<file path="src/rtl/core/dmwc_pkg.sv">
// ----------------------------------------------------------------------------
// dmwc_pkg
// Shared constants, types and helpers of the direct-mapped write-back cache.
// ----------------------------------------------------------------------------
`timescale 1ns / 1ps
`default_nettype none

package dmwc_pkg;

  // Geometry
  localparam int INDEX_BITS     = 8;
  localparam int WORDS_PER_LINE = 16;
  localparam int MEM_WORDS      = 16384;

  localparam int ADDR_W      = 16;
  localparam int WORD_AW     = ADDR_W - 2;
  localparam int OFF_W       = $clog2(WORDS_PER_LINE);
  localparam int IDX_W       = INDEX_BITS;
  localparam int TAG_W       = WORD_AW - OFF_W - IDX_W;
  localparam int TAG_RAM_W   = TAG_W + 1;
  localparam int LINES       = 1 << INDEX_BITS;
  localparam int CACHE_WORDS = LINES * WORDS_PER_LINE;
  localparam int CACHE_AW    = IDX_W + OFF_W;
  localparam int MEM_AW      = $clog2(MEM_WORDS);
  localparam int BEAT_W      = OFF_W + 1;

  localparam int DATA_W = 32;
  localparam int TIME_W = 32;
  localparam int LAT_W  = 16;
  localparam int OP_W   = 2;

  // Stream packing
  localparam int IN_FIELDS_W  = OP_W + ADDR_W + DATA_W;
  localparam int IN_TDATA_W   = ((IN_FIELDS_W + 7) / 8) * 8;
  localparam int OUT_FIELDS_W = DATA_W + 1 + 1 + TIME_W;
  localparam int OUT_TDATA_W  = ((OUT_FIELDS_W + 7) / 8) * 8;
  localparam int OUT_PAD_W    = OUT_TDATA_W - OUT_FIELDS_W;

  // Operation codes
  localparam logic [OP_W-1:0] OP_READ  = 2'd0;
  localparam logic [OP_W-1:0] OP_WRITE = 2'd1;
  localparam logic [OP_W-1:0] OP_CLEAR = 2'd2;

  // Configuration register indexes
  localparam int CFG_IDX_W = 4;
  localparam logic [CFG_IDX_W-1:0] CFG_MEM_RD   = 4'd0;
  localparam logic [CFG_IDX_W-1:0] CFG_MEM_WR   = 4'd1;
  localparam logic [CFG_IDX_W-1:0] CFG_CACHE_RD = 4'd2;
  localparam logic [CFG_IDX_W-1:0] CFG_CACHE_WR = 4'd3;

  // Latency reset values
  localparam logic [LAT_W-1:0] MEM_RD_RST   = 16'd100;
  localparam logic [LAT_W-1:0] MEM_WR_RST   = 16'd50;
  localparam logic [LAT_W-1:0] CACHE_RD_RST = 16'd1;
  localparam logic [LAT_W-1:0] CACHE_WR_RST = 16'd1;

  typedef struct packed {
    logic [LAT_W-1:0] mem_rd;
    logic [LAT_W-1:0] mem_wr;
    logic [LAT_W-1:0] cache_rd;
    logic [LAT_W-1:0] cache_wr;
  } lat_t;

  // Tag memory entry: dirty bit above the tag
  typedef struct packed {
    logic                 we;
    logic [IDX_W-1:0]     waddr;
    logic [TAG_RAM_W-1:0] wdata;
    logic                 re;
    logic [IDX_W-1:0]     raddr;
  } tag_req_t;

  typedef struct packed {
    logic                we;
    logic [CACHE_AW-1:0] waddr;
    logic [DATA_W-1:0]   wdata;
    logic                re;
    logic [CACHE_AW-1:0] raddr;
  } cache_req_t;

  typedef struct packed {
    logic              we;
    logic [MEM_AW-1:0] waddr;
    logic [DATA_W-1:0] wdata;
    logic              re;
    logic [MEM_AW-1:0] raddr;
  } mem_req_t;

  typedef enum logic [2:0] {
    ST_CLEAR,
    ST_IDLE,
    ST_LOOKUP,
    ST_WBACK,
    ST_FILL,
    ST_ACCESS,
    ST_FINISH
  } state_t;

  // Backing memory word of a line; the word index wraps at the memory size
  function automatic logic [MEM_AW-1:0] mem_addr(input logic [TAG_W-1:0] tag,
                                                 input logic [IDX_W-1:0] idx,
                                                 input logic [OFF_W-1:0] off);
    logic [WORD_AW-1:0] word;
    word     = {tag, idx, off};
    mem_addr = MEM_AW'(word);
  endfunction

endpackage

`default_nettype wire

</file>
<file path="src/rtl/core/dmwc_cfg.sv">
// ----------------------------------------------------------------------------
// dmwc_cfg
// Latency registers of the time accounting, written over the config channel.
// ----------------------------------------------------------------------------
`timescale 1ns / 1ps
`default_nettype none

module dmwc_cfg
  import dmwc_pkg::*;
(
  input  wire logic                 clk,
  input  wire logic                 rst_n,
  input  wire logic                 cfg_valid,
  output logic                      cfg_ready,
  input  wire logic [CFG_IDX_W-1:0] cfg_index,
  input  wire logic [LAT_W-1:0]     cfg_data,
  output lat_t                      lat
);

  lat_t lat_r;
  lat_t lat_nxt;

  assign cfg_ready = 1'b1;
  assign lat       = lat_r;

  // Decode the register index; unknown indexes drop the write
  always_comb begin
    lat_nxt = lat_r;
    if (cfg_valid) begin
      unique case (cfg_index)
        CFG_MEM_RD:   lat_nxt.mem_rd   = cfg_data;
        CFG_MEM_WR:   lat_nxt.mem_wr   = cfg_data;
        CFG_CACHE_RD: lat_nxt.cache_rd = cfg_data;
        CFG_CACHE_WR: lat_nxt.cache_wr = cfg_data;
        default: ;
      endcase
    end
  end

  always_ff @(posedge clk) begin
    if (!rst_n) begin
      lat_r.mem_rd   <= MEM_RD_RST;
      lat_r.mem_wr   <= MEM_WR_RST;
      lat_r.cache_rd <= CACHE_RD_RST;
      lat_r.cache_wr <= CACHE_WR_RST;
    end else begin
      lat_r <= lat_nxt;
    end
  end

endmodule

`default_nettype wire

</file>
<file path="config.mk">
export PLATFORM = sky130hd
export DESIGN_NAME = dmwc_cfg
export DESIGN_NICKNAME = d
export VERILOG_FILES = /design/src/rtl/core/dmwc_pkg.sv /design/src/rtl/core/dmwc_cfg.sv
export SDC_FILE = /design/constraint.sdc
export NUM_CORES = 1
export LEC_CHECK = 0
export BUFFER_PORTS_ARGS = -buffer_cell sky130_fd_sc_hd__buf_2
export CORE_MARGIN = 5
export CORE_UTILIZATION = 46
export CTS_BUF_LIST = sky130_fd_sc_hd__clkbuf_2 sky130_fd_sc_hd__clkbuf_4 sky130_fd_sc_hd__clkbuf_8
export DETAILED_ROUTE_END_ITERATION = 8
export HOLD_SLACK_MARGIN = 0.15
export PLACE_DENSITY_LB_ADDON = 0.2
export SYNTH_ARGS = -nofsm -noshare
export SYNTH_HDL_FRONTEND = slang
export SYNTH_SLANG_ARGS = --single-unit
</file>
<file path="constraint.sdc">
create_clock -name clk -period 1.2 [get_ports clk]
set_input_delay 0.18 -clock clk [delete_from_list [all_inputs] [get_ports clk]]
set_output_delay 0.18 -clock clk [all_outputs]
set_load 0.03 [all_outputs]
</file>
==> flow_metrics.py, run 1 <==
metrics = {
    "setup_path": {
        "r2r_slack_ns": 0.58,
        "worstSetupPathType": "reg -> out",
        "rr_endpoint": "lat[42]",
        "cp_slowest_cell": "dfxtp_1",
        "cp_slowest_stage_delay_ns": 0.36,
        "critPathArrivalTime_ns": 0.91,
        "worstPathMaxFanout": 2,
        "cp.depth": 1,
        "cp.required_ns": 1.02,
        "path_cells": "buf_2",
        "endpoint_kind": "output pin",
        "start_kind": "register",
        "r2r_start": "lat[42]",
        "path_buf_inv": 1,
        "rr_worst_depth": 2,
        "crit_family": "flip-flops",
    },
    "logic_synthesis": {
        "ys_seq_area_share_pct": 52.5,
        "ys_types": 19,
        "synth_edf_count": 0,
        "ys.flop_type": "dfxtp_1",
        "ys_ff_latch": 64,
        "syn_area_sq_um": 2440,
        "yosysWarnings": 0,
        "avgSynthCellArea_sq_um": 10.3,
        "yosys-top-cells-area": "dfxtp_1 53%, mux2i_1 25%, nand2_1 11%",
        "synth_top_area_share_pct": 52.5,
        "synth_area_leader_cell": "dfxtp_1",
        "syn_inst": 237,
        "syn-num-nets": 260,
        "synthArstFlopShare_pct": 0,
    },
    "die": {
        "die_h_um": 82.8,
        "dieArea_sq_um": 6860,
        "die_x_um": 82.8,
        "start_util_pct": 47.5,
        "rows": 26,
        "core_sq_um": 5140,
        "io_pins": 88,
    },
    "clock_network": {
        "numCtsBuffers": 9,
        "htree_levels": 3,
        "path_clk_slew_ns": 0.08,
        "cts-root-buf": "clkbuf_8",
        "ctsLongestPathBuffers": 2,
        "clock-sinks": 64,
        "clock_latency_ns": 0.33,
        "post_cts_buffers": 0,
        "cts_tree": "yes",
    },
    "grt": {
        "grt-ovfl-total": 0,
        "grt_pass1_vias": 1976,
        "grt_usage_pct": 17.6,
        "grt_max_degree": 36,
        "antenna_found_initial": 0,
        "grt_pass1_wl_um": 9710,
    },
    "worst_hold_path": {
        "hold_end": "lat[24]",
        "hold_path_depth": 3,
        "hp-class": "in -> reg",
        "min_from": "cfg_data[8]",
    },
    "finish": {
        "largest_register_ffs": 64,
        "drive_above_1_share_pct": 34.5,
        "fin_util_pct": 65.6,
        "area_growth_pct": 38.2,
        "fin_area_sq_um": 3370,
        "fin_nets": 360,
        "fin_cells": 412,
        "n_antenna_cell": 0,
    },
    "run_status": {
        "status": "complete, no violations",
    },
    "detailed_routing": {
        "remaining_drc_errors": 0,
        "wl_um": 5660,
        "wl_per_cell_um": 13.7,
        "num_vias": 1937,
        "drt-initial-drc-count": 47,
        "dr.pass1.iters": 4,
        "ant_nets": 0,
        "viasPerCell": 4.70,
    },
    "sta": {
        "setup_tns_ns": 0,
        "fin_crit_sh_pct": 91.1,
        "finalSetupViolations": 0,
        "rsz0062_at_grt": "false",
        "fin_ws_ns": 0.107,
        "final.setup_skew_ns": 0,
        "hold_viol": 0,
        "period_minus_slack_ns": 1.09,
        "fmax_mhz": 915,
        "slew_violations": 0,
    },
    "power": {
        "ir_drop_mv": 1.00,
        "power.density_nw_per_um2": 1450,
        "p_leak_nw": 1.71,
    },
    "placement": {
        "port_buffers": 86,
        "dp.cells": 389,
        "gp_congestion": 0.745,
        "pre_cts_ws_ns": -0.0712,
        "dpl_cell_area_sq_um": 3040,
        "place_hpwl_um": 3930,
    },
    "run": {
        "max_cap_violations": 0,
    },
}
placed cells by master (no fill, tap or decap), types with 2 or more instances in the layout:
| cell type | count |
|---|---|
| nand3b_1 | 2 |
| buf_12 | 7 |
| inv_1 | 2 |
| mux2i_1 | 62 |
| bufinv_16 | 3 |
| dlygate4sd3_1 | 7 |
| buf_2 | 86 |
| nor2b_1 | 10 |
| nand2_1 | 72 |
| clkbuf_8 | 12 |
| o211ai_1 | 2 |
| dfxtp_1 | 64 |
| buf_4 | 5 |
report_power, final:
group	internal, mW	switching [mW]	total [mW]
Clock	1.55	0.817	2.37
Combinational	0.136	0.199	0.336
Sequential	2.15	0.0141	2.17
cells by family (layout without fill, tap and decap cells):
group                  count (synthesis)  after routing  synth area share [%]
and+or+nand+nor                       90             90                  16.9
DFF                                   64             64                  52.5
muxes                                 62             62                  25.4
buffers and inverters                 18            123                  4.36
AOI/OAI and AO/OA                      2              2                 0.615
other                                  1              1                 0.154
what timing repair did:
action,CTS,global route
hold buffers,7,0
gates resized for setup,0,0
hold endpoints to repair,15,0
layout make-up:
cell class | instances | area, sq um
inverter | 2 | 7.51
clock buffer | 12 | 165
clock inverter | 4 | 98.8
multi-input combinational | 155 | 1050
timing repair buffer | 105 | 678
sequential | 64 | 1280
tap | 70 | 87.6
fill | 441 | 1770
synth_stat cells, drive strengths merged (2+ instances only):
cell type / n
nor2b: 10
inv: 2
o211ai: 2
buf: 7
nand3b: 2
dfxtp: 64
mux2i: 62
clkbuf: 9
nand2: 73
worst max path at each step:
stage,from,end,slack [ns]
6_report,lat[23],lat[23],0.11
5_1_grt,lat[23],lat[23],0.08
2_1_floorplan,cfg_index[0],lat[51],0.02
3_5_place_dp,cfg_index[0],lat[49],-0.07
3_3_place_gp,cfg_index[0],lat[25],-0.04
4_1_cts,lat[23],lat[23],0.1
routing by layer:
metal / routed length [um] / part of all wire (%) / track usage [%]
met5: 0 / 0 / 0
met4: 88 / 1.6 / 7.58
met3: 416 / 7.3 / 7.23
met2: 2560 / 45 / 27.4
met1: 2600 / 46 / 21.3
per-stage QoR:
stage	hold slack, ns	total power [mW]
floorplan	0.341	2.40
global placement	0.439	2.53
detailed placement	0.444	2.53
CTS	0.158	4.93
global route	0.180	5.06
finish	0.164	4.87
Note: power is estimated with default switching activity, not from simulation.
==> run 2, diff against run 1 <==
- PLACE_DENSITY_LB_ADDON: 0.2 -> 0.15
==> run 2 against run 1 <==
Effect of this change: register-to-register slack worse by 0.02 ns; via count down 1.3%; global-route usage is 0.055 points lower; core utilization decreased by 1.7 points; critical path type unchanged; fmax up 0.71%.
==> flow_metrics.py, run 2 (same netlist as run 1, synthesis figures left out) <==
metrics = {
    "die": {
        "io_pins": 88,
        "core_sq_um": 5140,
        "rows": 26,
        "dieArea_sq_um": 6860,
        "die_x_um": 82.8,
        "die_h_um": 82.8,
        "start_util_pct": 47.5,
    },
    "finish": {
        "drive_above_1_share_pct": 35.2,
        "fin_cells": 414,
        "multi_input_area_sq_um": 1050,
        "fin_nets": 363,
        "layout_common_cells": "86 x buf_2, 72 x nand2_1, 64 x dfxtp_1",
        "n_antenna_cell": 0,
        "largest_register_ffs": 64,
        "seqCellArea_sq_um": 1280,
        "area_growth_pct": 34.5,
        "nFillCells": 446,
        "layout_commonest_cell": "buf_2",
    },
    "detailed_routing": {
        "wl_um": 5620,
        "ant_nets": 0,
        "viasPerCell": 4.62,
        "num_vias": 1912,
        "wl_per_cell_um": 13.6,
        "dr.pass1.iters": 4,
        "remaining_drc_errors": 0,
        "drt-initial-drc-count": 69,
    },
    "clock_network": {
        "htree_levels": 3,
        "numCtsBuffers": 9,
        "clock_latency_ns": 0.33,
        "post_cts_buffers": 0,
        "ctsLongestPathBuffers": 2,
        "clock-sinks": 64,
        "postCtsHoldBufs": 6,
        "path_clk_slew_ns": 0.07,
        "cts-root-buf": "clkbuf_8",
        "cts_tree": "yes",
        "ctsResizeCount": 0,
    },
    "sta": {
        "fin_crit_sh_pct": 90.5,
        "fin_ws_ns": 0.115,
        "final.setup_skew_ns": 0,
        "finalSetupViolations": 0,
        "slew_violations": 0,
        "period_minus_slack_ns": 1.09,
        "hold_viol": 0,
        "fmax_mhz": 921,
        "rsz0062_at_grt": "false",
    },
    "power": {
        "p_comb_share_pct": 7.6,
        "seq_power_share_pct": 49.5,
        "p_leak_nw": 1.67,
        "p_clk_share_pct": 42.9,
        "ir_drop_mv": 0.766,
        "p_int_mw": 3.40,
        "switching_share_pct": 22.4,
        "p_sw_mw": 0.978,
        "power.density_nw_per_um2": 1330,
    },
    "setup_path": {
        "cp_slowest_stage_delay_ns": 0.36,
        "r2r_slack_ns": 0.56,
        "worstSetupPathType": "reg -> out",
        "cp.required_ns": 1.02,
        "cp_slowest_cell": "dfxtp_1",
        "start_kind": "register",
        "critPathArrivalTime_ns": 0.91,
        "endpoint_kind": "output pin",
        "worstPathMaxFanout": 2,
        "crit_family": "flip-flops",
        "path_cells": "buf_2",
        "path_buf_inv": 1,
    },
    "run": {
        "max_cap_violations": 0,
    },
    "placement": {
        "gp_congestion": 0.723,
        "dp.cells": 393,
        "port_buffers": 86,
        "pre_cts_ws_ns": -0.190,
        "place_hpwl_um": 4170,
    },
    "grt": {
        "grt_usage_pct": 17.5,
        "grt_pass1_vias": 1963,
        "grt_max_degree": 38,
        "grt-ovfl-total": 0,
        "antenna_found_initial": 0,
        "grt_pass1_wl_um": 9630,
    },
    "worst_hold_path": {
        "hp-class": "in -> reg",
    },
    "run_status": {
        "status": "complete, no violations",
    },
}
## run 2: changes by cell type in the layout (fill, tap and decap cells not counted), sizes merged
cell and change:
clkinv +1, buf +4, dlygate4sd3 -1, bufinv -2
## run 2: metal layers
layer / wire length (um) / share of wire (%) / vias up / global-route usage [%]
li1: - / - / 980 / -
met1: 2560 / 46 / 867 / 21.8
met2: 2530 / 45 / 58 / 26.4
met3: 453 / 8.1 / 7 / 8.42
met4: 70 / 1.2 / 0 / 6.24
met5: 0 / 0 / - / 0
## run 2: metrics by stage
stage	TNS (ns)	utilization [%]	power (mW)	hold WS, ns	area, sq um
after CTS	0	63.9	4.45	0.154	3280
after global routing	0	63.9	4.58	0.164	3280
after floorplan	0	-	2.40	0.341	2440
after detailed placement	-3.23	58.7	2.53	0.446	3020
final	0	63.9	4.37	0.165	3280
after global placement	-2.13	58.7	2.53	0.441	3020
## run 2: cell type report
class	count	area share [%]
sequential	64	39.0
multi-input combinational	155	32.1
timing repair buffer	108	19.7
clock buffer	12	5.03
tap	70	2.67
clock inverter	3	1.22
inverter	2	0.229
## run 2: final timing paths
| check | from | endpoint | depth (start not counted) |
|---|---|---|---|
| max | lat[13] | lat[13] | 1 |
| min | cfg_data[10] | lat[26] | 3 |
| max reg2reg | lat[50] | lat[50] | 2 |
| min reg2reg | lat[2] | lat[2] | 2 |
## run 2: power groups by stage
stage | Combinational [mW] | Clock [mW] | Sequential [mW]
5_1_grt | 0.363 | 2.05 | 2.17
2_1_floorplan | 0.134 | 0 | 2.27
4_1_cts | 0.336 | 1.94 | 2.17
6_report | 0.332 | 1.87 | 2.17
3_3_place_gp | 0.318 | 0 | 2.21
3_5_place_dp | 0.320 | 0 | 2.21
