## src/rtl/core/dmwc_pkg.sv

```systemverilog
// ----------------------------------------------------------------------------
// dmwc_pkg
// Shared constants, types and helpers of the direct-mapped write-back cache.
// ----------------------------------------------------------------------------
`timescale 1ns / 1ps
`default_nettype none

package dmwc_pkg;

  // Geometry
  localparam int INDEX_BITS     = 8;
  localparam int WORDS_PER_LINE = 16;
  localparam int MEM_WORDS      = 16384;

  localparam int ADDR_W      = 16;
  localparam int WORD_AW     = ADDR_W - 2;
  localparam int OFF_W       = $clog2(WORDS_PER_LINE);
  localparam int IDX_W       = INDEX_BITS;
  localparam int TAG_W       = WORD_AW - OFF_W - IDX_W;
  localparam int TAG_RAM_W   = TAG_W + 1;
  localparam int LINES       = 1 << INDEX_BITS;
  localparam int CACHE_WORDS = LINES * WORDS_PER_LINE;
  localparam int CACHE_AW    = IDX_W + OFF_W;
  localparam int MEM_AW      = $clog2(MEM_WORDS);
  localparam int BEAT_W      = OFF_W + 1;

  localparam int DATA_W = 32;
  localparam int TIME_W = 32;
  localparam int LAT_W  = 16;
  localparam int OP_W   = 2;

  // Stream packing
  localparam int IN_FIELDS_W  = OP_W + ADDR_W + DATA_W;
  localparam int IN_TDATA_W   = ((IN_FIELDS_W + 7) / 8) * 8;
  localparam int OUT_FIELDS_W = DATA_W + 1 + 1 + TIME_W;
  localparam int OUT_TDATA_W  = ((OUT_FIELDS_W + 7) / 8) * 8;
  localparam int OUT_PAD_W    = OUT_TDATA_W - OUT_FIELDS_W;

  // Operation codes
  localparam logic [OP_W-1:0] OP_READ  = 2'd0;
  localparam logic [OP_W-1:0] OP_WRITE = 2'd1;
  localparam logic [OP_W-1:0] OP_CLEAR = 2'd2;

  // Configuration register indexes
  localparam int CFG_IDX_W = 4;
  localparam logic [CFG_IDX_W-1:0] CFG_MEM_RD   = 4'd0;
  localparam logic [CFG_IDX_W-1:0] CFG_MEM_WR   = 4'd1;
  localparam logic [CFG_IDX_W-1:0] CFG_CACHE_RD = 4'd2;
  localparam logic [CFG_IDX_W-1:0] CFG_CACHE_WR = 4'd3;

  // Latency reset values
  localparam logic [LAT_W-1:0] MEM_RD_RST   = 16'd100;
  localparam logic [LAT_W-1:0] MEM_WR_RST   = 16'd50;
  localparam logic [LAT_W-1:0] CACHE_RD_RST = 16'd1;
  localparam logic [LAT_W-1:0] CACHE_WR_RST = 16'd1;

  typedef struct packed {
    logic [LAT_W-1:0] mem_rd;
    logic [LAT_W-1:0] mem_wr;
    logic [LAT_W-1:0] cache_rd;
    logic [LAT_W-1:0] cache_wr;
  } lat_t;

  // Tag memory entry: dirty bit above the tag
  typedef struct packed {
    logic                 we;
    logic [IDX_W-1:0]     waddr;
    logic [TAG_RAM_W-1:0] wdata;
    logic                 re;
    logic [IDX_W-1:0]     raddr;
  } tag_req_t;

  typedef struct packed {
    logic                we;
    logic [CACHE_AW-1:0] waddr;
    logic [DATA_W-1:0]   wdata;
    logic                re;
    logic [CACHE_AW-1:0] raddr;
  } cache_req_t;

  typedef struct packed {
    logic              we;
    logic [MEM_AW-1:0] waddr;
    logic [DATA_W-1:0] wdata;
    logic              re;
    logic [MEM_AW-1:0] raddr;
  } mem_req_t;

  typedef enum logic [2:0] {
    ST_CLEAR,
    ST_IDLE,
    ST_LOOKUP,
    ST_WBACK,
    ST_FILL,
    ST_ACCESS,
    ST_FINISH
  } state_t;

  // Backing memory word of a line; the word index wraps at the memory size
  function automatic logic [MEM_AW-1:0] mem_addr(input logic [TAG_W-1:0] tag,
                                                 input logic [IDX_W-1:0] idx,
                                                 input logic [OFF_W-1:0] off);
    logic [WORD_AW-1:0] word;
    word     = {tag, idx, off};
    mem_addr = MEM_AW'(word);
  endfunction

endpackage

`default_nettype wire

```

## src/rtl/core/dmwc_ctrl.sv

```systemverilog
// ----------------------------------------------------------------------------
// dmwc_ctrl
// Cache controller: tag lookup, write-back and fill sequencing, word access,
// time accounting and the result register.
// ----------------------------------------------------------------------------
`timescale 1ns / 1ps
`default_nettype none

module dmwc_ctrl
  import dmwc_pkg::*;
(
  input  wire logic                 clk,
  input  wire logic                 rst_n,
  // Item channel
  input  wire logic                 in_valid,
  output logic                      in_ready,
  input  wire logic [OP_W-1:0]      in_op,
  input  wire logic [ADDR_W-1:0]    in_addr,
  input  wire logic [DATA_W-1:0]    in_wdata,
  // Result channel
  output logic                      out_valid,
  input  wire logic                 out_ready,
  output logic [DATA_W-1:0]         out_rdata,
  output logic                      out_hit,
  output logic                      out_wb,
  output logic [TIME_W-1:0]         out_time,
  // Latencies
  input  wire lat_t                 lat,
  // Memories
  output tag_req_t                  tag_req,
  input  wire logic [TAG_RAM_W-1:0] tag_q,
  output cache_req_t                cache_req,
  input  wire logic [DATA_W-1:0]    cache_q,
  output mem_req_t                  mem_req,
  input  wire logic [DATA_W-1:0]    mem_q
);

  localparam logic [BEAT_W-1:0] BEAT_END = BEAT_W'(WORDS_PER_LINE);

  state_t state_r, state_nxt;

  logic [OP_W-1:0]   op_r, op_nxt;
  logic [TAG_W-1:0]  tag_r, tag_nxt;
  logic [IDX_W-1:0]  idx_r, idx_nxt;
  logic [OFF_W-1:0]  off_r, off_nxt;
  logic [DATA_W-1:0] wdata_r, wdata_nxt;
  logic [TAG_W-1:0]  old_tag_r, old_tag_nxt;
  logic              hit_r, hit_nxt;
  logic              wb_r, wb_nxt;
  logic [BEAT_W-1:0] beat_r, beat_nxt;
  logic              pend_r, pend_nxt;
  logic [OFF_W-1:0]  pend_off_r, pend_off_nxt;
  logic [TIME_W-1:0] time_r, time_nxt;
  logic [LINES-1:0]  valid_r, valid_nxt;
  logic [MEM_AW-1:0] clr_cnt_r, clr_cnt_nxt;

  logic              out_valid_r, out_valid_nxt;
  logic [DATA_W-1:0] out_rdata_r, out_rdata_nxt;
  logic              out_hit_r, out_hit_nxt;
  logic              out_wb_r, out_wb_nxt;
  logic [TIME_W-1:0] out_time_r, out_time_nxt;

  logic              in_xfer;
  logic              lookup_hit;
  logic              victim_dirty;
  logic              beat_end;
  logic              clr_end;
  logic              out_free;
  logic [TIME_W-1:0] time_fin;

  assign in_xfer      = in_valid && in_ready;
  assign lookup_hit   = valid_r[idx_r] && (tag_q[TAG_W-1:0] == tag_r);
  assign victim_dirty = valid_r[idx_r] && tag_q[TAG_W];
  assign beat_end     = (beat_r == BEAT_END);
  assign clr_end      = (clr_cnt_r == {MEM_AW{1'b1}});
  assign out_free     = !out_valid_r || out_ready;

  assign out_valid = out_valid_r;
  assign out_rdata = out_rdata_r;
  assign out_hit   = out_hit_r;
  assign out_wb    = out_wb_r;
  assign out_time  = out_time_r;

  // Next state
  always_comb begin
    state_nxt = state_r;
    unique case (state_r)
      ST_CLEAR: begin
        if (clr_end) state_nxt = ST_IDLE;
      end
      ST_IDLE: begin
        if (in_xfer) begin
          state_nxt = (in_op == OP_READ || in_op == OP_WRITE) ? ST_LOOKUP : ST_FINISH;
        end
      end
      ST_LOOKUP: begin
        if (lookup_hit) begin
          state_nxt = ST_ACCESS;
        end else if (victim_dirty) begin
          state_nxt = ST_WBACK;
        end else begin
          state_nxt = ST_FILL;
        end
      end
      ST_WBACK: begin
        if (beat_end) state_nxt = ST_FILL;
      end
      ST_FILL: begin
        if (beat_end) state_nxt = ST_ACCESS;
      end
      ST_ACCESS: begin
        state_nxt = ST_FINISH;
      end
      ST_FINISH: begin
        if (out_free) state_nxt = ST_IDLE;
      end
      default: state_nxt = ST_CLEAR;
    endcase
  end

  // Memory requests and handshake outputs
  always_comb begin
    in_ready  = 1'b0;
    tag_req   = '0;
    cache_req = '0;
    mem_req   = '0;

    tag_req.raddr = in_addr[2 + OFF_W +: IDX_W];
    tag_req.waddr = idx_r;
    tag_req.wdata = {1'b0, tag_r};

    unique case (state_r)
      ST_CLEAR: begin
        mem_req.we    = 1'b1;
        mem_req.waddr = clr_cnt_r;
      end
      ST_IDLE: begin
        in_ready   = 1'b1;
        tag_req.re = in_valid;
      end
      ST_LOOKUP: begin
        tag_req.we = !lookup_hit;
      end
      ST_WBACK: begin
        cache_req.re    = !beat_end;
        cache_req.raddr = {idx_r, beat_r[OFF_W-1:0]};
        mem_req.we      = pend_r;
        mem_req.waddr   = mem_addr(old_tag_r, idx_r, pend_off_r);
        mem_req.wdata   = cache_q;
      end
      ST_FILL: begin
        mem_req.re      = !beat_end;
        mem_req.raddr   = mem_addr(tag_r, idx_r, beat_r[OFF_W-1:0]);
        cache_req.we    = pend_r;
        cache_req.waddr = {idx_r, pend_off_r};
        cache_req.wdata = mem_q;
      end
      ST_ACCESS: begin
        cache_req.re    = (op_r == OP_READ);
        cache_req.raddr = {idx_r, off_r};
        cache_req.we    = (op_r == OP_WRITE);
        cache_req.waddr = {idx_r, off_r};
        cache_req.wdata = wdata_r;
        // Mark the line dirty on a word write
        tag_req.we      = (op_r == OP_WRITE);
        tag_req.wdata   = {1'b1, tag_r};
      end
      ST_FINISH: ;
      default: ;
    endcase
  end

  // Closing time charge of an item
  always_comb begin
    case (op_r)
      OP_READ:  time_fin = time_r + TIME_W'(lat.cache_rd);
      OP_WRITE: time_fin = time_r + TIME_W'(lat.cache_wr);
      OP_CLEAR: time_fin = '0;
      default:  time_fin = time_r;
    endcase
  end

  // Datapath next values
  always_comb begin
    op_nxt        = op_r;
    tag_nxt       = tag_r;
    idx_nxt       = idx_r;
    off_nxt       = off_r;
    wdata_nxt     = wdata_r;
    old_tag_nxt   = old_tag_r;
    hit_nxt       = hit_r;
    wb_nxt        = wb_r;
    beat_nxt      = beat_r;
    pend_nxt      = pend_r;
    pend_off_nxt  = pend_off_r;
    time_nxt      = time_r;
    valid_nxt     = valid_r;
    clr_cnt_nxt   = clr_cnt_r;
    out_valid_nxt = out_valid_r && !out_ready;
    out_rdata_nxt = out_rdata_r;
    out_hit_nxt   = out_hit_r;
    out_wb_nxt    = out_wb_r;
    out_time_nxt  = out_time_r;

    case (state_r)
      ST_CLEAR: begin
        clr_cnt_nxt = clr_cnt_r + 1'b1;
      end
      ST_IDLE: begin
        if (in_xfer) begin
          op_nxt    = in_op;
          off_nxt   = in_addr[2 +: OFF_W];
          idx_nxt   = in_addr[2 + OFF_W +: IDX_W];
          tag_nxt   = in_addr[2 + OFF_W + IDX_W +: TAG_W];
          wdata_nxt = in_wdata;
          hit_nxt   = 1'b0;
          wb_nxt    = 1'b0;
        end
      end
      ST_LOOKUP: begin
        hit_nxt     = lookup_hit;
        old_tag_nxt = tag_q[TAG_W-1:0];
        beat_nxt    = '0;
        pend_nxt    = 1'b0;
        // Miss: charge the fetch and claim the line for the new tag
        if (!lookup_hit) begin
          time_nxt         = time_r + TIME_W'(lat.mem_rd);
          wb_nxt           = victim_dirty;
          valid_nxt[idx_r] = 1'b1;
        end
      end
      ST_WBACK, ST_FILL: begin
        // Advance the line beat; the move lands in the cycle after its read
        beat_nxt     = beat_end ? '0 : beat_r + 1'b1;
        pend_nxt     = !beat_end;
        pend_off_nxt = beat_r[OFF_W-1:0];
        if (state_r == ST_WBACK && beat_end) begin
          time_nxt = time_r + TIME_W'(lat.mem_wr);
        end
      end
      ST_ACCESS: ;
      ST_FINISH: begin
        // Load the result once the output register is free
        if (out_free) begin
          time_nxt      = time_fin;
          out_valid_nxt = 1'b1;
          out_rdata_nxt = (op_r == OP_READ) ? cache_q : '0;
          out_hit_nxt   = hit_r;
          out_wb_nxt    = wb_r;
          out_time_nxt  = time_fin;
        end
      end
      default: ;
    endcase
  end

  // Control registers
  always_ff @(posedge clk) begin
    if (!rst_n) begin
      state_r     <= ST_CLEAR;
      clr_cnt_r   <= '0;
      valid_r     <= '0;
      time_r      <= '0;
      beat_r      <= '0;
      pend_r      <= 1'b0;
      out_valid_r <= 1'b0;
    end else begin
      state_r     <= state_nxt;
      clr_cnt_r   <= clr_cnt_nxt;
      valid_r     <= valid_nxt;
      time_r      <= time_nxt;
      beat_r      <= beat_nxt;
      pend_r      <= pend_nxt;
      out_valid_r <= out_valid_nxt;
    end
  end

  // Payload registers
  always_ff @(posedge clk) begin
    op_r        <= op_nxt;
    tag_r       <= tag_nxt;
    idx_r       <= idx_nxt;
    off_r       <= off_nxt;
    wdata_r     <= wdata_nxt;
    old_tag_r   <= old_tag_nxt;
    hit_r       <= hit_nxt;
    wb_r        <= wb_nxt;
    pend_off_r  <= pend_off_nxt;
    out_rdata_r <= out_rdata_nxt;
    out_hit_r   <= out_hit_nxt;
    out_wb_r    <= out_wb_nxt;
    out_time_r  <= out_time_nxt;
  end

`ifndef SYNTH
  // A line is valid whenever its word is accessed
  a_access_valid: assert property (@(posedge clk) disable iff (!rst_n)
    state_r == ST_ACCESS |-> valid_r[idx_r])
    else $error("word access to a line that is not valid");

  // A miss always moves on to a write-back or a fill
  a_miss_path: assert property (@(posedge clk) disable iff (!rst_n)
    (state_r == ST_LOOKUP && !lookup_hit) |=> (state_r == ST_WBACK || state_r == ST_FILL))
    else $error("miss did not start a line transfer");

  // A result appears only out of the finish step
  a_result_src: assert property (@(posedge clk) disable iff (!rst_n)
    $rose(out_valid_r) |-> $past(state_r == ST_FINISH))
    else $error("result loaded outside the finish step");

  // A write-back belongs to a miss
  a_wb_miss: assert property (@(posedge clk) disable iff (!rst_n)
    (state_r == ST_FINISH && wb_r) |-> !hit_r)
    else $error("write-back reported on a hit");
`endif

endmodule

`default_nettype wire

```

## config.mk

```make
export PLATFORM = sky130hd
export DESIGN_NAME = dmwc_ctrl
export DESIGN_NICKNAME = d
export VERILOG_FILES = /design/src/rtl/core/dmwc_pkg.sv /design/src/rtl/core/dmwc_ctrl.sv
export SDC_FILE = /design/constraint.sdc
export NUM_CORES = 1
export LEC_CHECK = 0
export ABC_AREA = 1
export BUFFER_PORTS_ARGS = -buffer_cell sky130_fd_sc_hd__buf_2
export CAP_MARGIN = 15
export CORE_AREA = 5 5 218 220
export CTS_CLUSTER_DIAMETER = 150
export DETAILED_ROUTE_END_ITERATION = 7
export DIE_AREA = 0 0 223 225
export PLACE_DENSITY_LB_ADDON = 0.1
export SLEW_MARGIN = 20
export SYNTH_ARGS = -nofsm -noshare
export SYNTH_HDL_FRONTEND = slang
export SYNTH_SLANG_ARGS = --single-unit
export TNS_END_PERCENT = 20
```

## constraint.sdc

```tcl
create_clock -name clk -period 9.9 [get_ports clk]
set_input_delay 0.99 -clock clk [delete_from_list [all_inputs] [get_ports clk]]
set_output_delay 0.99 -clock clk [all_outputs]
set_load 0.02 [all_outputs]
```

==> flow_metrics.tcl <==
set metrics [dict create \
    status "finished, final reports clean" \
    rsz0062_at_grt "no" \
    worst_slew_pin_slew_ns 1.19 \
    r2r_cells 18 \
    crit_slowest_cell "nand2_1" \
    drtIter0Drc 2019 \
    setup_tns_ns 0 \
    postRouteAntennaNets 0 \
    clockBufferDepth 3 \
    overflow 0 \
    syn_to_final_growth_pct 17.0 \
    first_pass_iters 6 \
    cts_resized 0 \
    grt_pass1_vias 20700 \
    worst_ep_arrival_time_ns 5.25 \
    required_ns 8.91 \
    grt_pass1_wl_um 112000 \
    final_cell_mix "nand2_1 (693), inv_1 (442), buf_2 (391)" \
    avgSynthCellArea_um2 7.16 \
    timing.fmax_mhz 160 \
    clk_pin_slew_worst_paths_ns 0.06 \
    hold_violations 0 \
    ys_types 46 \
    post_drt_wl_per_cell_um 17.6 \
    root_buffer "clkbuf_16" \
    hold_buffers 0 \
    p_leak_nw 10.9 \
    powerDensity_nw_per_um2 196 \
    synth_nets 3358 \
    whs_path_depth 0 \
    slowest_delay_ns 0.76 \
    drive_above_1_share 0.159 \
    numCtsBuffers 48 \
    cts.sinks 434 \
    synth-seq-area-share 0.442 \
    grtUsageTotal 0.273 \
    synth_top_area_share 0.278 \
    antenna_found_initial 1 \
    ir_drop_v 0.000153 \
    max_slew_margin 0.206 \
    dieHeight_um 225 \
    r2r_slack_ns 4.17 \
    vias 21900 \
    syn_inst 3132 \
    start_util 0.497 \
    fin_crit_sh 0.630 \
    worstSetupStartpointType "flip-flop" \
    min_to "out_hit" \
    yosys-top-cells-area "dfxtp_1 (28%), edfxtp_1 (16%), nand2_1 (12%)" \
    grt_max_degree 182 \
    synth_area_leader_cell "dfxtp_1" \
    cpMostUsedCell "nand2_1" \
    drv_cap 0 \
    postCtsSetupRepairBufs 0 \
    ys_ff_latch 434 \
    preCtsSetupSlack_ns 4.25 \
    io_pins 394 \
    place_congestion 0.910 \
    crit_chain "buf_4, buf_4, nand2_1, nor2_1, a21oi_1, nand2_1, nand2_1, nand2_1, o21ai_1, nand2_1, nor2_1, nor2_1, nor2_1, nand2_2, a21oi_4, o21bai_1, buf_2" \
    dieArea_um2 50200 \
    drt_wl_total_um 71600 \
    slew_viol_final 0 \
    vias_per_cell 5.37 \
    async_reset_ff_frac 0 \
    r2r_end "valid_r[168]" \
    synth-edff-count 122 \
    io_buffers 391 \
    netlist_area_um2 22400 \
    core_area_um2 45100 \
    setup_slack_ns 3.66 \
    r2r_start "idx_r[1]" \
    setup_viol 0 \
    synthFlopType "dfxtp_1" \
    rows 78 \
    hp-start "hit_r" \
    endpoint_kind "primary output" \
    crit_fanout 34 \
    drc 0 \
    die_w_um 223 \
    fin_crit_ns 6.24 \
    hold_slack_ns 0.423 \
    hp-class "flip-flop to flip-flop" \
    cts.htree.levels 2 \
    clock_latency_ns 0.60 \
    mostFrequentLayoutCell "nand2_1" \
    path_class "flip-flop to primary output" \
    dp_hpwl_um 48000 \
    nets 3654 \
    yosys_warnings 0 \
    tritoncts "yes" \
    skew_ns 0.0212 \
]
layer usage:
layer	GRT usage	share of wire
met1	0.351	0.41
met2	0.475	0.49
met3	0.0417	0.072
met4	0.0872	0.027
met5	0	0
synth_stat cells, types with 3 or more instances:
cell type / count
or2_2: 8
nand2_1: 693
clkbuf_1: 112
o21ai_0: 160
buf_4: 34
a22o_1: 33
ha_1: 39
nand3_1: 327
xnor2_1: 5
mux2i_1: 6
a21o_1: 8
nor2_1: 265
edfxtp_1: 122
inv_2: 4
dfxtp_1: 312
a31oi_1: 6
a21oi_1: 359
mux2_2: 15
a21boi_0: 3
inv_1: 443
o21bai_1: 8
o22ai_1: 29
buf_2: 38
xor2_1: 13
nand2_2: 3
o21ai_1: 26
nand4_1: 19
nor3_1: 19
cell type report:
type / count / area [um^2]
fillers: 4251 / 18800
multi-input cells: 2062 / 9990
flip-flops and latches: 434 / 9910
repair buffers: 434 / 2300
inverters: 448 / 1690
clock buffers: 70 / 1400
well taps: 600 / 751
clock inverters: 18 / 204
diodes: 1 / 2.50
worst max-delay path, delay by kind of cell, from the launching register on:
kind | cells | cell delay (ns)
and+or+nand+nor | 10 | 1.78
AOI/OAI and AO/OA | 4 | 1.26
buffers and inverters | 3 | 0.86
DFF | 1 | 0.73
cell families after synthesis:
family | count (synthesis) | synth area share
buffers and inverters | 636 | 0.115
flip-flops | 434 | 0.442
AO/OA/AOI/OAI | 643 | 0.155
AND/OR/NAND/NOR | 1339 | 0.247
multiplexers | 21 | 0.0102
adder cells (fa/ha/maj) | 41 | 0.0235
XOR/XNOR | 18 | 0.00703
flip-flops by register name, indices dropped and copies added (netlist names), 5 cells and up:
register	cells
wdata_r	32
time_r	32
out_time	32
out_rdata	32
clr_cnt_r	14
idx_r	8
valid_r	256
beat_r	5
where the power goes:
group          internal, W  switching (W)  total (W)
Combinational     0.000386       0.000938    0.00132
Sequential         0.00193      0.0000799    0.00201
Clock              0.00108       0.000736    0.00182
Total              0.00339        0.00175    0.00515
metrics by stage:
step            util  instance area [um^2]  std cells  power (W)
2_1_floorplan      -                 22400       3132    0.00296
3_3_place_gp   0.546                 24600       3978    0.00332
3_5_place_dp   0.546                 24600       3978    0.00334
4_1_cts        0.581                 26200       4066    0.00516
5_1_grt        0.582                 26200       4067    0.00540
6_report       0.582                 26200       4067    0.00515
how the worst max path moves through the flow:
stage	startpoint	cells past startpoint	endpoint
global placement	idx_r[1]	18	valid_r[34]
floorplan	state_r[2]	7	out_hit
CTS	idx_r[1]	17	tag_req[20]
global route	idx_r[1]	17	tag_req[20]
finish	idx_r[1]	17	tag_req[20]
detailed placement	idx_r[1]	18	valid_r[89]
Power figures use the tool's default switching activity.
